[config.mk]
export PLATFORM = sky130hd
export DESIGN_NAME = source_text_tokenizer
export DESIGN_NICKNAME = d
export VERILOG_FILES = /design/src/rtl/stt_pkg.sv /design/src/rtl/stt_core.sv /design/src/rtl/stt_fifo.sv /design/src/rtl/source_text_tokenizer.sv
export SDC_FILE = /design/constraint.sdc
export NUM_CORES = 1
export LEC_CHECK = 0
export ABC_CLOCK_PERIOD_IN_PS = 8500
export BUFFER_PORTS_ARGS = -buffer_cell sky130_fd_sc_hd__clkbuf_2
export CAP_MARGIN = 20
export CORE_MARGIN = 3
export CORE_UTILIZATION = 40
export CTS_CLUSTER_SIZE = 30
export DETAILED_ROUTE_END_ITERATION = 8
export GPL_ROUTABILITY_DRIVEN = 0
export PLACE_DENSITY = 0.55
export SETUP_SLACK_MARGIN = 0.4
export SYNTH_ARGS = -nofsm -noshare
export SYNTH_HDL_FRONTEND = slang
export SYNTH_SLANG_ARGS = --single-unit
[constraint.sdc]
create_clock -name i_clk -period 8.5 [get_ports i_clk]
set_input_delay 1.7 -clock i_clk [delete_from_list [all_inputs] [get_ports i_clk]]
set_output_delay 1.7 -clock i_clk [all_outputs]
set_load 0.01 [all_outputs]
[src/rtl/stt_pkg.sv]
`timescale 1ns / 1ps
package stt_pkg;

    localparam int LineBitsDefault   = 16;
    localparam int ColumnBitsDefault = 16;

    localparam logic [5:0] K_TEXT    = 6'd0;
    localparam logic [5:0] K_END     = 6'd1;
    localparam logic [5:0] K_IDENT   = 6'd2;
    localparam logic [5:0] K_KW_BASE = 6'd3;
    localparam logic [5:0] K_INT     = 6'd17;
    localparam logic [5:0] K_FLOAT   = 6'd18;
    localparam logic [5:0] K_STRING  = 6'd19;
    localparam logic [5:0] K_PLUS    = 6'd20;
    localparam logic [5:0] K_INC     = 6'd21;
    localparam logic [5:0] K_MINUS   = 6'd22;
    localparam logic [5:0] K_DEC     = 6'd23;
    localparam logic [5:0] K_ARROW   = 6'd24;
    localparam logic [5:0] K_STAR    = 6'd25;
    localparam logic [5:0] K_SLASH   = 6'd26;
    localparam logic [5:0] K_ASSIGN  = 6'd27;
    localparam logic [5:0] K_EQ      = 6'd28;
    localparam logic [5:0] K_NOT     = 6'd29;
    localparam logic [5:0] K_NE      = 6'd30;
    localparam logic [5:0] K_LT      = 6'd31;
    localparam logic [5:0] K_LE      = 6'd32;
    localparam logic [5:0] K_LARROW  = 6'd33;
    localparam logic [5:0] K_GT      = 6'd34;
    localparam logic [5:0] K_GE      = 6'd35;
    localparam logic [5:0] K_AND     = 6'd36;
    localparam logic [5:0] K_OR      = 6'd37;
    localparam logic [5:0] K_LPAREN  = 6'd38;
    localparam logic [5:0] K_RPAREN  = 6'd39;
    localparam logic [5:0] K_LBRACE  = 6'd40;
    localparam logic [5:0] K_RBRACE  = 6'd41;
    localparam logic [5:0] K_LBRACK  = 6'd42;
    localparam logic [5:0] K_RBRACK  = 6'd43;
    localparam logic [5:0] K_SEMI    = 6'd44;
    localparam logic [5:0] K_COLON   = 6'd45;
    localparam logic [5:0] K_COMMA   = 6'd46;
    localparam logic [5:0] K_DOT     = 6'd47;
    localparam logic [5:0] K_UNKNOWN = 6'd48;

    typedef enum logic [11:0] {
        MODE_IDLE  = 12'b000000000001,
        MODE_IDENT = 12'b000000000010,
        MODE_INT   = 12'b000000000100,
        MODE_FRAC  = 12'b000000001000,
        MODE_EXPS  = 12'b000000010000,
        MODE_EXPD  = 12'b000000100000,
        MODE_STR   = 12'b000001000000,
        MODE_ESC   = 12'b000010000000,
        MODE_OP    = 12'b000100000000,
        MODE_LCOM  = 12'b001000000000,
        MODE_BCOM  = 12'b010000000000,
        MODE_BSTAR = 12'b100000000000
    } t_mode;

    typedef struct packed {
        logic [5:0]  kind;
        logic [7:0]  text_byte;
        logic [15:0] tok_line;
        logic [15:0] tok_column;
        logic        unclosed;
        logic        last;
    } t_result;

    localparam int NumKeywords = 14;
    localparam logic [47:0] KW_TEXT [NumKeywords] = '{
        48'h0000_0000_6669, 48'h0000_6573_6c65, 48'h0065_6c69_6877,
        48'h0000_0072_6f66, 48'h0000_0000_6e69, 48'h0000_7465_656d,
        48'h0000_6863_6165, 48'h0000_0074_6e69, 48'h0074_616f_6c66,
        48'h0000_6469_6f76, 48'h6e72_7574_6572, 48'h0074_6e69_7270,
        48'h0000_0069_7061, 48'h6e65_7473_696c
    };
    localparam logic [2:0] KW_LEN [NumKeywords] = '{
        3'd2, 3'd4, 3'd5, 3'd3, 3'd2, 3'd4, 3'd4,
        3'd3, 3'd5, 3'd4, 3'd6, 3'd5, 3'd3, 3'd6
    };

    function automatic logic [5:0] ident_kind(input logic [47:0] buf_v, input logic [2:0] len);
        logic [5:0] k;
        k = K_IDENT;
        for (int i = 0; i < NumKeywords; i++) begin
            if (KW_LEN[i] == len && KW_TEXT[i] == buf_v) begin
                k = K_KW_BASE + 6'(i);
            end
        end
        return k;
    endfunction

    function automatic logic [5:0] op_single(input logic [7:0] p);
        case (p)
            "+": return K_PLUS;
            "-": return K_MINUS;
            "/": return K_SLASH;
            "=": return K_ASSIGN;
            "!": return K_NOT;
            "<": return K_LT;
            ">": return K_GT;
            default: return K_UNKNOWN;
        endcase
    endfunction

    function automatic logic [5:0] op_pair(input logic [7:0] p, input logic [7:0] b);
        if (p == "+" && b == "+") return K_INC;
        if (p == "-" && b == "-") return K_DEC;
        if (p == "-" && b == ">") return K_ARROW;
        if (p == "=" && b == "=") return K_EQ;
        if (p == "!" && b == "=") return K_NE;
        if (p == "<" && b == "=") return K_LE;
        if (p == "<" && b == "-") return K_LARROW;
        if (p == ">" && b == "=") return K_GE;
        if (p == "&" && b == "&") return K_AND;
        if (p == "|" && b == "|") return K_OR;
        return K_TEXT;
    endfunction

    function automatic logic single_kind(input logic [7:0] b, output logic [5:0] k);
        logic hit;
        hit = 1'b1;
        case (b)
            "*": k = K_STAR;
            "(": k = K_LPAREN;
            ")": k = K_RPAREN;
            "{": k = K_LBRACE;
            "}": k = K_RBRACE;
            "[": k = K_LBRACK;
            "]": k = K_RBRACK;
            ";": k = K_SEMI;
            ":": k = K_COLON;
            ",": k = K_COMMA;
            ".": k = K_DOT;
            default: begin
                k = K_UNKNOWN;
                hit = 1'b0;
            end
        endcase
        return hit;
    endfunction

endpackage

[src/rtl/stt_core.sv]
`timescale 1ns / 1ps
module stt_core #(
    parameter int LINE_BITS   = stt_pkg::LineBitsDefault,
    parameter int COLUMN_BITS = stt_pkg::ColumnBitsDefault
) (
    input  logic             i_clk,
    input  logic             i_rst_n,
    input  logic             i_take,
    input  logic [7:0]       i_byte,
    input  logic             i_end,
    output logic [1:0]       o_count,
    output stt_pkg::t_result o_res0,
    output stt_pkg::t_result o_res1
);

    stt_pkg::t_mode          r_mode, n_mode;
    logic [7:0]              r_pend, n_pend;
    logic                    r_single, n_single;
    logic [47:0]             r_kbuf, n_kbuf;
    logic [2:0]              r_ilen, n_ilen;
    logic                    r_float, n_float;
    logic [15:0]             r_tok_line, n_tok_line;
    logic [15:0]             r_tok_col, n_tok_col;
    logic [LINE_BITS-1:0]    r_line, n_line;
    logic [COLUMN_BITS-1:0]  r_col, n_col;

    stt_pkg::t_result res [2];
    logic [1:0]       cnt;
    logic             restart;
    logic             unc;
    logic [7:0]       b;
    logic [5:0]       k;
    logic [5:0]       sk;
    logic             is_alpha, is_digit, is_ws, is_opc;

    function automatic stt_pkg::t_result mk(input logic [5:0] kd, input logic [7:0] tb,
                                            input logic [15:0] ln, input logic [15:0] cl,
                                            input logic u);
        stt_pkg::t_result r;
        r.kind = kd;
        r.text_byte = tb;
        r.tok_line = ln;
        r.tok_column = cl;
        r.unclosed = u;
        r.last = 1'b0;
        return r;
    endfunction

    always_comb begin
        n_mode = r_mode;
        n_pend = r_pend;
        n_single = r_single;
        n_kbuf = r_kbuf;
        n_ilen = r_ilen;
        n_float = r_float;
        n_tok_line = r_tok_line;
        n_tok_col = r_tok_col;
        n_line = r_line;
        n_col = r_col;
        cnt = 2'd0;
        res[0] = mk(stt_pkg::K_TEXT, 8'd0, 16'd0, 16'd0, 1'b0);
        res[1] = res[0];
        restart = 1'b0;
        unc = 1'b0;
        b = i_byte;
        k = stt_pkg::K_TEXT;
        sk = stt_pkg::K_TEXT;
        is_alpha = (b >= "a" && b <= "z") || (b >= "A" && b <= "Z");
        is_digit = (b >= "0" && b <= "9");
        is_ws = (b == " ") || (b >= 8'd9 && b <= 8'd13);
        is_opc = (b == "+") || (b == "-") || (b == "/") || (b == "=") || (b == "!") ||
                 (b == "<") || (b == ">") || (b == "&") || (b == "|");
        if (i_end) begin
            case (r_mode)
                stt_pkg::MODE_IDENT: begin
                    res[0] = mk(stt_pkg::ident_kind(r_kbuf, r_ilen), 8'd0, r_tok_line,
                                r_tok_col, 1'b0);
                    cnt = 2'd1;
                end
                stt_pkg::MODE_INT: begin
                    res[0] = mk(stt_pkg::K_INT, 8'd0, r_tok_line, r_tok_col, 1'b0);
                    cnt = 2'd1;
                end
                stt_pkg::MODE_FRAC, stt_pkg::MODE_EXPS, stt_pkg::MODE_EXPD: begin
                    res[0] = mk(stt_pkg::K_FLOAT, 8'd0, r_tok_line, r_tok_col, 1'b0);
                    cnt = 2'd1;
                end
                stt_pkg::MODE_STR, stt_pkg::MODE_ESC: begin
                    res[0] = mk(stt_pkg::K_STRING, 8'd0, r_tok_line, r_tok_col, 1'b1);
                    cnt = 2'd1;
                end
                stt_pkg::MODE_OP: begin
                    k = stt_pkg::op_single(r_pend);
                    res[0] = mk(k, (k == stt_pkg::K_UNKNOWN) ? r_pend : 8'd0, r_tok_line,
                                r_tok_col, 1'b0);
                    cnt = 2'd1;
                end
                stt_pkg::MODE_BCOM, stt_pkg::MODE_BSTAR: unc = 1'b1;
                default: ;
            endcase
            res[cnt[0]] = mk(stt_pkg::K_END, 8'd0, 16'(r_line), 16'(r_col), unc);
            cnt = cnt + 2'd1;
            n_mode = stt_pkg::MODE_IDLE;
            n_pend = 8'd0;
            n_single = 1'b0;
            n_kbuf = 48'd0;
            n_ilen = 3'd0;
            n_float = 1'b0;
            n_tok_line = 16'd1;
            n_tok_col = 16'd0;
            n_line = LINE_BITS'(1);
            n_col = '0;
        end else begin
            if (b == 8'h0a) begin
                if (r_line != '1) n_line = r_line + LINE_BITS'(1);
                n_col = '0;
            end else if (r_col != '1) begin
                n_col = r_col + COLUMN_BITS'(1);
            end
            case (r_mode)
                stt_pkg::MODE_IDENT: begin
                    if (is_alpha || is_digit || b == "_") begin
                        for (int i = 0; i < 6; i++) begin
                            if (r_ilen == 3'(i)) n_kbuf[8*i +: 8] = b;
                        end
                        if (r_ilen != 3'd7) n_ilen = r_ilen + 3'd1;
                        res[0] = mk(stt_pkg::K_TEXT, b, r_tok_line, r_tok_col, 1'b0);
                        cnt = 2'd1;
                    end else begin
                        res[0] = mk(stt_pkg::ident_kind(r_kbuf, r_ilen), 8'd0, r_tok_line,
                                    r_tok_col, 1'b0);
                        cnt = 2'd1;
                        restart = 1'b1;
                    end
                end
                stt_pkg::MODE_INT, stt_pkg::MODE_FRAC, stt_pkg::MODE_EXPS,
                stt_pkg::MODE_EXPD: begin
                    if (is_digit && r_mode != stt_pkg::MODE_EXPS) begin
                        res[0] = mk(stt_pkg::K_TEXT, b, r_tok_line, r_tok_col, 1'b0);
                        cnt = 2'd1;
                    end else if (r_mode == stt_pkg::MODE_EXPS &&
                                 (is_digit || b == "+" || b == "-")) begin
                        n_mode = stt_pkg::MODE_EXPD;
                        res[0] = mk(stt_pkg::K_TEXT, b, r_tok_line, r_tok_col, 1'b0);
                        cnt = 2'd1;
                    end else if (r_mode == stt_pkg::MODE_INT && b == ".") begin
                        n_mode = stt_pkg::MODE_FRAC;
                        n_float = 1'b1;
                        res[0] = mk(stt_pkg::K_TEXT, b, r_tok_line, r_tok_col, 1'b0);
                        cnt = 2'd1;
                    end else if ((r_mode == stt_pkg::MODE_INT || r_mode == stt_pkg::MODE_FRAC)
                                 && (b == "e" || b == "E")) begin
                        n_mode = stt_pkg::MODE_EXPS;
                        n_float = 1'b1;
                        res[0] = mk(stt_pkg::K_TEXT, b, r_tok_line, r_tok_col, 1'b0);
                        cnt = 2'd1;
                    end else begin
                        res[0] = mk((r_mode == stt_pkg::MODE_INT) ? stt_pkg::K_INT :
                                    stt_pkg::K_FLOAT, 8'd0, r_tok_line, r_tok_col, 1'b0);
                        cnt = 2'd1;
                        restart = 1'b1;
                    end
                end
                stt_pkg::MODE_STR: begin
                    if (b == (r_single ? 8'h27 : 8'h22)) begin
                        res[0] = mk(stt_pkg::K_STRING, 8'd0, r_tok_line, r_tok_col, 1'b0);
                        cnt = 2'd1;
                        n_mode = stt_pkg::MODE_IDLE;
                    end else if (b == 8'h5c) begin
                        n_mode = stt_pkg::MODE_ESC;
                    end else begin
                        res[0] = mk(stt_pkg::K_TEXT, b, r_tok_line, r_tok_col, 1'b0);
                        cnt = 2'd1;
                    end
                end
                stt_pkg::MODE_ESC: begin
                    if (b == "n") b = 8'h0a;
                    else if (b == "t") b = 8'h09;
                    else if (b == "r") b = 8'h0d;
                    res[0] = mk(stt_pkg::K_TEXT, b, r_tok_line, r_tok_col, 1'b0);
                    cnt = 2'd1;
                    n_mode = stt_pkg::MODE_STR;
                end
                stt_pkg::MODE_OP: begin
                    k = stt_pkg::op_pair(r_pend, b);
                    if (r_pend == "/" && b == "/") begin
                        n_mode = stt_pkg::MODE_LCOM;
                    end else if (r_pend == "/" && b == "*") begin
                        n_mode = stt_pkg::MODE_BCOM;
                    end else if (k != stt_pkg::K_TEXT) begin
                        res[0] = mk(k, 8'd0, r_tok_line, r_tok_col, 1'b0);
                        cnt = 2'd1;
                        n_mode = stt_pkg::MODE_IDLE;
                    end else begin
                        k = stt_pkg::op_single(r_pend);
                        res[0] = mk(k, (k == stt_pkg::K_UNKNOWN) ? r_pend : 8'd0, r_tok_line,
                                    r_tok_col, 1'b0);
                        cnt = 2'd1;
                        restart = 1'b1;
                    end
                end
                stt_pkg::MODE_LCOM: begin
                    if (b == 8'h0a) n_mode = stt_pkg::MODE_IDLE;
                end
                stt_pkg::MODE_BCOM: begin
                    if (b == "*") n_mode = stt_pkg::MODE_BSTAR;
                end
                stt_pkg::MODE_BSTAR: begin
                    if (b == "/") n_mode = stt_pkg::MODE_IDLE;
                    else if (b != "*") n_mode = stt_pkg::MODE_BCOM;
                end
                default: restart = 1'b1;
            endcase
            if (restart) begin
                n_mode = stt_pkg::MODE_IDLE;
                if (!is_ws) begin
                    n_tok_line = 16'(n_line);
                    n_tok_col = 16'(n_col);
                    if (is_alpha || b == "_") begin
                        n_mode = stt_pkg::MODE_IDENT;
                        n_kbuf = {40'd0, b};
                        n_ilen = 3'd1;
                        res[cnt[0]] = mk(stt_pkg::K_TEXT, b, n_tok_line, n_tok_col, 1'b0);
                    end else if (is_digit) begin
                        n_mode = stt_pkg::MODE_INT;
                        n_float = 1'b0;
                        res[cnt[0]] = mk(stt_pkg::K_TEXT, b, n_tok_line, n_tok_col, 1'b0);
                    end else if (b == 8'h22 || b == 8'h27) begin
                        n_mode = stt_pkg::MODE_STR;
                        n_single = (b == 8'h27);
                    end else if (is_opc) begin
                        n_mode = stt_pkg::MODE_OP;
                        n_pend = b;
                    end else if (stt_pkg::single_kind(b, sk)) begin
                        res[cnt[0]] = mk(sk, 8'd0, n_tok_line, n_tok_col, 1'b0);
                    end else begin
                        res[cnt[0]] = mk(stt_pkg::K_UNKNOWN, b, n_tok_line, n_tok_col, 1'b0);
                    end
                    if (!(b == 8'h22 || b == 8'h27 || is_opc)) cnt = cnt + 2'd1;
                end
            end
        end
        if (cnt == 2'd1) res[0].last = 1'b1;
        if (cnt == 2'd2) res[1].last = 1'b1;
    end

    assign o_count = cnt;
    assign o_res0  = res[0];
    assign o_res1  = res[1];

    always_ff @(posedge i_clk) begin
        if (!i_rst_n) begin
            r_mode <= stt_pkg::MODE_IDLE;
            r_pend <= 8'd0;
            r_single <= 1'b0;
            r_kbuf <= 48'd0;
            r_ilen <= 3'd0;
            r_float <= 1'b0;
            r_tok_line <= 16'd1;
            r_tok_col <= 16'd0;
            r_line <= LINE_BITS'(1);
            r_col <= '0;
        end else if (i_take) begin
            r_mode <= n_mode;
            r_pend <= n_pend;
            r_single <= n_single;
            r_kbuf <= n_kbuf;
            r_ilen <= n_ilen;
            r_float <= n_float;
            r_tok_line <= n_tok_line;
            r_tok_col <= n_tok_col;
            r_line <= n_line;
            r_col <= n_col;
        end
    end

endmodule

[src/rtl/stt_fifo.sv]
`timescale 1ns / 1ps
module stt_fifo (
    input  logic             i_clk,
    input  logic             i_rst_n,
    input  logic [1:0]       i_push_n,
    input  stt_pkg::t_result i_d0,
    input  stt_pkg::t_result i_d1,
    input  logic             i_pop,
    output logic             o_room,
    output logic             o_valid,
    output stt_pkg::t_result o_data
);

    stt_pkg::t_result r_mem [4];
    logic [1:0]       r_wr, r_rd;
    logic [2:0]       r_count;
    logic             pop;

    assign o_valid = (r_count != 3'd0);
    assign o_room  = (r_count <= 3'd2);
    assign o_data  = r_mem[r_rd];
    assign pop     = i_pop && o_valid;

    always_ff @(posedge i_clk) begin
        if (i_push_n != 2'd0) r_mem[r_wr] <= i_d0;
        if (i_push_n == 2'd2) r_mem[r_wr + 2'd1] <= i_d1;
    end

    always_ff @(posedge i_clk) begin
        if (!i_rst_n) begin
            r_wr <= 2'd0;
            r_rd <= 2'd0;
            r_count <= 3'd0;
        end else begin
            r_wr <= r_wr + i_push_n;
            if (pop) r_rd <= r_rd + 2'd1;
            r_count <= r_count + {1'b0, i_push_n} - {2'd0, pop};
        end
    end

    a_count_bound: assert property (@(posedge i_clk) disable iff (!i_rst_n)
        r_count <= 3'd4) else $error("result queue overflow");
    a_push_room: assert property (@(posedge i_clk) disable iff (!i_rst_n)
        (i_push_n != 2'd0) |-> o_room) else $error("push without room");
    a_drain: assert property (@(posedge i_clk) disable iff (!i_rst_n)
        (r_count == 3'd1 && pop && i_push_n == 2'd0) |=> !o_valid)
        else $error("queue not empty after last pop");

endmodule

[src/rtl/source_text_tokenizer.sv]
`timescale 1ns / 1ps
// Tokenizer taking one source byte per request (or an end mark) and giving text
// bytes and token records on the result channel. A byte is lexed in the cycle it is
// taken; each byte yields up to two results, which drain from a four-entry result
// queue at one per cycle while i_ready is high, so input is taken every cycle while
// the queue holds two or fewer results and the sustained rate follows the results produced.
module source_text_tokenizer #(
    parameter int LINE_BITS   = stt_pkg::LineBitsDefault,
    parameter int COLUMN_BITS = stt_pkg::ColumnBitsDefault
) (
    input  logic        i_clk,
    input  logic        i_rst_n,
    input  logic        i_valid,
    output logic        o_ready,
    input  logic [7:0]  i_in_byte,
    input  logic        i_end_of_input,
    output logic        o_valid,
    input  logic        i_ready,
    output logic [5:0]  o_kind,
    output logic [7:0]  o_text_byte,
    output logic [15:0] o_tok_line,
    output logic [15:0] o_tok_column,
    output logic        o_unclosed,
    output logic        o_last
);

    logic             take;
    logic [1:0]       count;
    stt_pkg::t_result res0, res1, head;

    assign take = i_valid && o_ready;

    stt_core #(
        .LINE_BITS  (LINE_BITS),
        .COLUMN_BITS(COLUMN_BITS)
    ) u_core (
        .i_clk  (i_clk),
        .i_rst_n(i_rst_n),
        .i_take (take),
        .i_byte (i_in_byte),
        .i_end  (i_end_of_input),
        .o_count(count),
        .o_res0 (res0),
        .o_res1 (res1)
    );

    stt_fifo u_fifo (
        .i_clk   (i_clk),
        .i_rst_n (i_rst_n),
        .i_push_n(take ? count : 2'd0),
        .i_d0    (res0),
        .i_d1    (res1),
        .i_pop   (i_ready),
        .o_room  (o_ready),
        .o_valid (o_valid),
        .o_data  (head)
    );

    assign o_kind       = head.kind;
    assign o_text_byte  = head.text_byte;
    assign o_tok_line   = head.tok_line;
    assign o_tok_column = head.tok_column;
    assign o_unclosed   = head.unclosed;
    assign o_last       = head.last;

endmodule
==> run metrics <==
status complete, no violations; Hold Buf Count CTS 0; Final #Nets 1917; Worst path max stage delay 860 ps; post-synthesis sequential area ratio between 40% and 50%; switching share of power 30.6%; setup TNS 0 ps; post-CTS setup buffer count 0; post-route insts no fill about 2500; dpl hpwl around 40000 µm; Pre-antenna DRT Iters 7; clock slew at reported path FFs 60 ps; share of cells above drive strength 1 12.9%; Distinct cells, synth 95; final clock skew 22.2 ps; CTS-repair resized insts 0; Yosys top cell area share 29.4%; CTS sink cnt between 300 and 400; CP max-delay cell a2111oi_0; Hold Crit Class flop to flop; drt drc 0; post-synth top area cell edfxtp_1; setup ws final 1780 ps; Worst Path Arrival roughly 7000 ps; first-pass GRT wire length between 90000 and 100000 µm; ratio of final minimum period to clock period 79.1%; RSZ-0062 raised after global routing no; Final ANT Viol Nets 0; Gate power share 23.0%; Remaining Overflow, GRT 0; Yosys warning count 0; via count between 15000 and 20000; Max-cap violations 0; Max Buffers Root-to-Sink 3; Initial Util 40.8%; asr flop ratio synth 0%; die area 51700 µm²; die width 227 µm; TritonCTS Buffers 39; CTS tree built; Die H 227 µm; crit path cell chain clkbuf_2 > or4b_1 > a2111oi_0 > and2b_1 > nor4_4 > inv_2 > ha_1 > and3_1 > a221oi_4 > and4_4 > o21bai_4 > buf_4; share of power burned in registers roughly 42%; Lkg Pwr 7.93 nW; # setup viols final 0; I/O pin cnt 63; Cell Pwr Density 213 nW/µm²; Max-slew headroom 28.2%; Worst Path Required 8710 ps; Post-synth top flop edfxtp_1; Cell Int Power 3.20 mW; I/O Buffers 62; most area-consuming cells after synthesis edfxtp_1, dfxtp_1, mux2i_1; Psw around 1.4 mW; ant diodes 0; mapped cell area 19600 µm²; Routed WL per cell 23.9 µm; number of synthesized flops with an enable pin approximately 190; endpoints failing hold 0; num rows 80; Register Area between 8000 and 9000 µm²; critical path launch point type input pin; H-tree levels 2; Synth Net Count ~1900; initial antenna violation count 0; crit end category flop; Clk pwr share 34.8%; Skew-Pair Late Insertion Delay 560 ps; Total GRT Usage 23.2%; Post-Syn Instances 1897; Peak Freq ~0.15 GHz; CTS root buf clkbuf_16; critical path fanouts, max 26; Tmin final 6720 ps; Slew Viols, Final 0; maximum vdd drop roughly 120 µV; placed insts 2465; Yosys reg bits 337; Crit Path Class input pin to flop; via/cell ratio approximately 6.3; Area Overhead vs Synth 10.4%; Least-Margin Pin Slew about 1100 ps; Detailed Route WL 60500 µm; core area roughly 48000 µm²; largest net degree at the start of global routing 108; area occupied by multi-input gates between 10000 and 15000 µm²; Iteration-0 DRC Markers around 2000; vias in the first global route 15396; fillcell total 4457; pre-CTS setup slack between 1000 and 1500 ps; synthesized area per cell a little over 10 µm²
cell type report:
| cell class | count | area share [%] |
|---|---|---|
| clock inverters | 12 | 0.480 |
| well taps | 615 | 3.56 |
| clock buffers | 56 | 5.04 |
| flip-flops and latches | 337 | 40.1 |
| multi-input cells | 1390 | 47.5 |
| repair buffers | 99 | 2.85 |
| inverters | 25 | 0.434 |
critical path: cells and delay by family:
kind / cells / cell delay [ps]
simple gates: 5 / 2050
buf+inv: 3 / 1050
compound gates: 3 / 1840
fa+ha+maj: 1 / 260
cells by family (layout without fill, tap and decap cells):
| logic type | count (synthesis) | after routing | synth area share (%) |
|---|---|---|---|
| and+or+nand+nor | 726 | 726 | 19.7 |
| AOI/OAI and AO/OA | 379 | 379 | 14.6 |
| DFF | 337 | 337 | 44.3 |
| muxes | 240 | 240 | 15.4 |
| buffers and inverters | 170 | 192 | 3.75 |
| xor gates and xnor gates | 33 | 33 | 1.48 |
| adders and majority gates | 12 | 12 | 0.805 |
power by group through the flow:
stage | sequential, mW | clock (mW) | combinational [mW]
6_report | 1.95 | 1.61 | 1.06
5_1_grt | 1.96 | 1.70 | 1.15
4_1_cts | 1.95 | 1.64 | 1.08
3_5_place_dp | 1.98 | 0 | 1.07
3_3_place_gp | 1.98 | 0 | 1.07
2_1_floorplan | 1.95 | 0 | 0.691
cells in the final DEF (no fill, tap or decap), types with 38 or more instances in the layout:
| cell type | count |
|---|---|
| o21ai_0 | 38 |
| nand4_1 | 38 |
| clkbuf_2 | 61 |
| a21oi_1 | 42 |
| mux4_2 | 48 |
| a21boi_0 | 61 |
| edfxtp_1 | 192 |
| nor2_1 | 98 |
| nand2_1 | 214 |
| nor4_1 | 39 |
| nor3_1 | 48 |
| mux2i_1 | 188 |
| dfxtp_1 | 143 |
| nor2b_1 | 40 |
| a22oi_1 | 42 |
| nand3_1 | 66 |
| clkbuf_16 | 39 |
synthesized netlist by cell type, types with 12 or more instances:
library cell	count
a21boi_0	61
a21oi_1	44
a222oi_1	31
a22o_1	35
a22oi_1	42
and2_1	28
and3_1	28
buf_1	14
buf_2	32
clkbuf_1	88
dfxtp_1	145
edfxtp_1	192
inv_1	24
mux2i_1	188
mux4_2	48
nand2_1	215
nand2b_1	18
nand3_1	67
nand4_1	38
nor2_1	101
nor2b_1	40
nor3_1	49
nor4_1	39
o21ai_0	39
or3_1	14
xnor2_1	12
xor2_1	21
worst paths after layout:
check	startpoint	end	slack (ps)	depth (start not counted)
worst min-delay path	u_core.r_tok_col[5]	u_core.r_tok_col[5]	470	2
worst max register to register	u_core.r_mode[10]	u_fifo.r_mem[0][39]	2810	11
worst max-delay path	i_in_byte[5]	u_fifo.r_mem[0][39]	1780	12
worst min register to register	u_core.r_tok_col[5]	u_core.r_tok_col[5]	470	2
routing by layer:
metal  vias up  share of wire, %  GRT usage, %
met3       141               7.2          4.20
met1      7825                45          32.7
met2       697                45          36.6
met5         -                 0             0
met4         0               2.9          7.15
li1       7287                 -             -
flip-flops by register name (all words and copies together), names as in the netlist, 3 cells and up, named ones only:
name,cells
u_core.r_ilen,3
u_fifo.r_count,3
u_core.r_tok_col,16
u_core.r_mode,12
u_core.r_pend,8
u_core.r_col,16
u_core.r_tok_line,16
u_fifo.r_mem,192
u_core.r_line,16
u_core.r_kbuf,48
metrics by stage:
stage                     hold slack, ps  util [%]  power, mW  area [µm²]
after global routing                 489      45.0       4.81       21600
after detailed placement             460      42.5       3.05       20400
after floorplan                      443         -       2.64       19600
after global placement               452      42.5       3.05       20400
after CTS                            468      45.0       4.67       21600
final                                467      45.0       4.61       21600
Power figures use the tool's default switching activity.
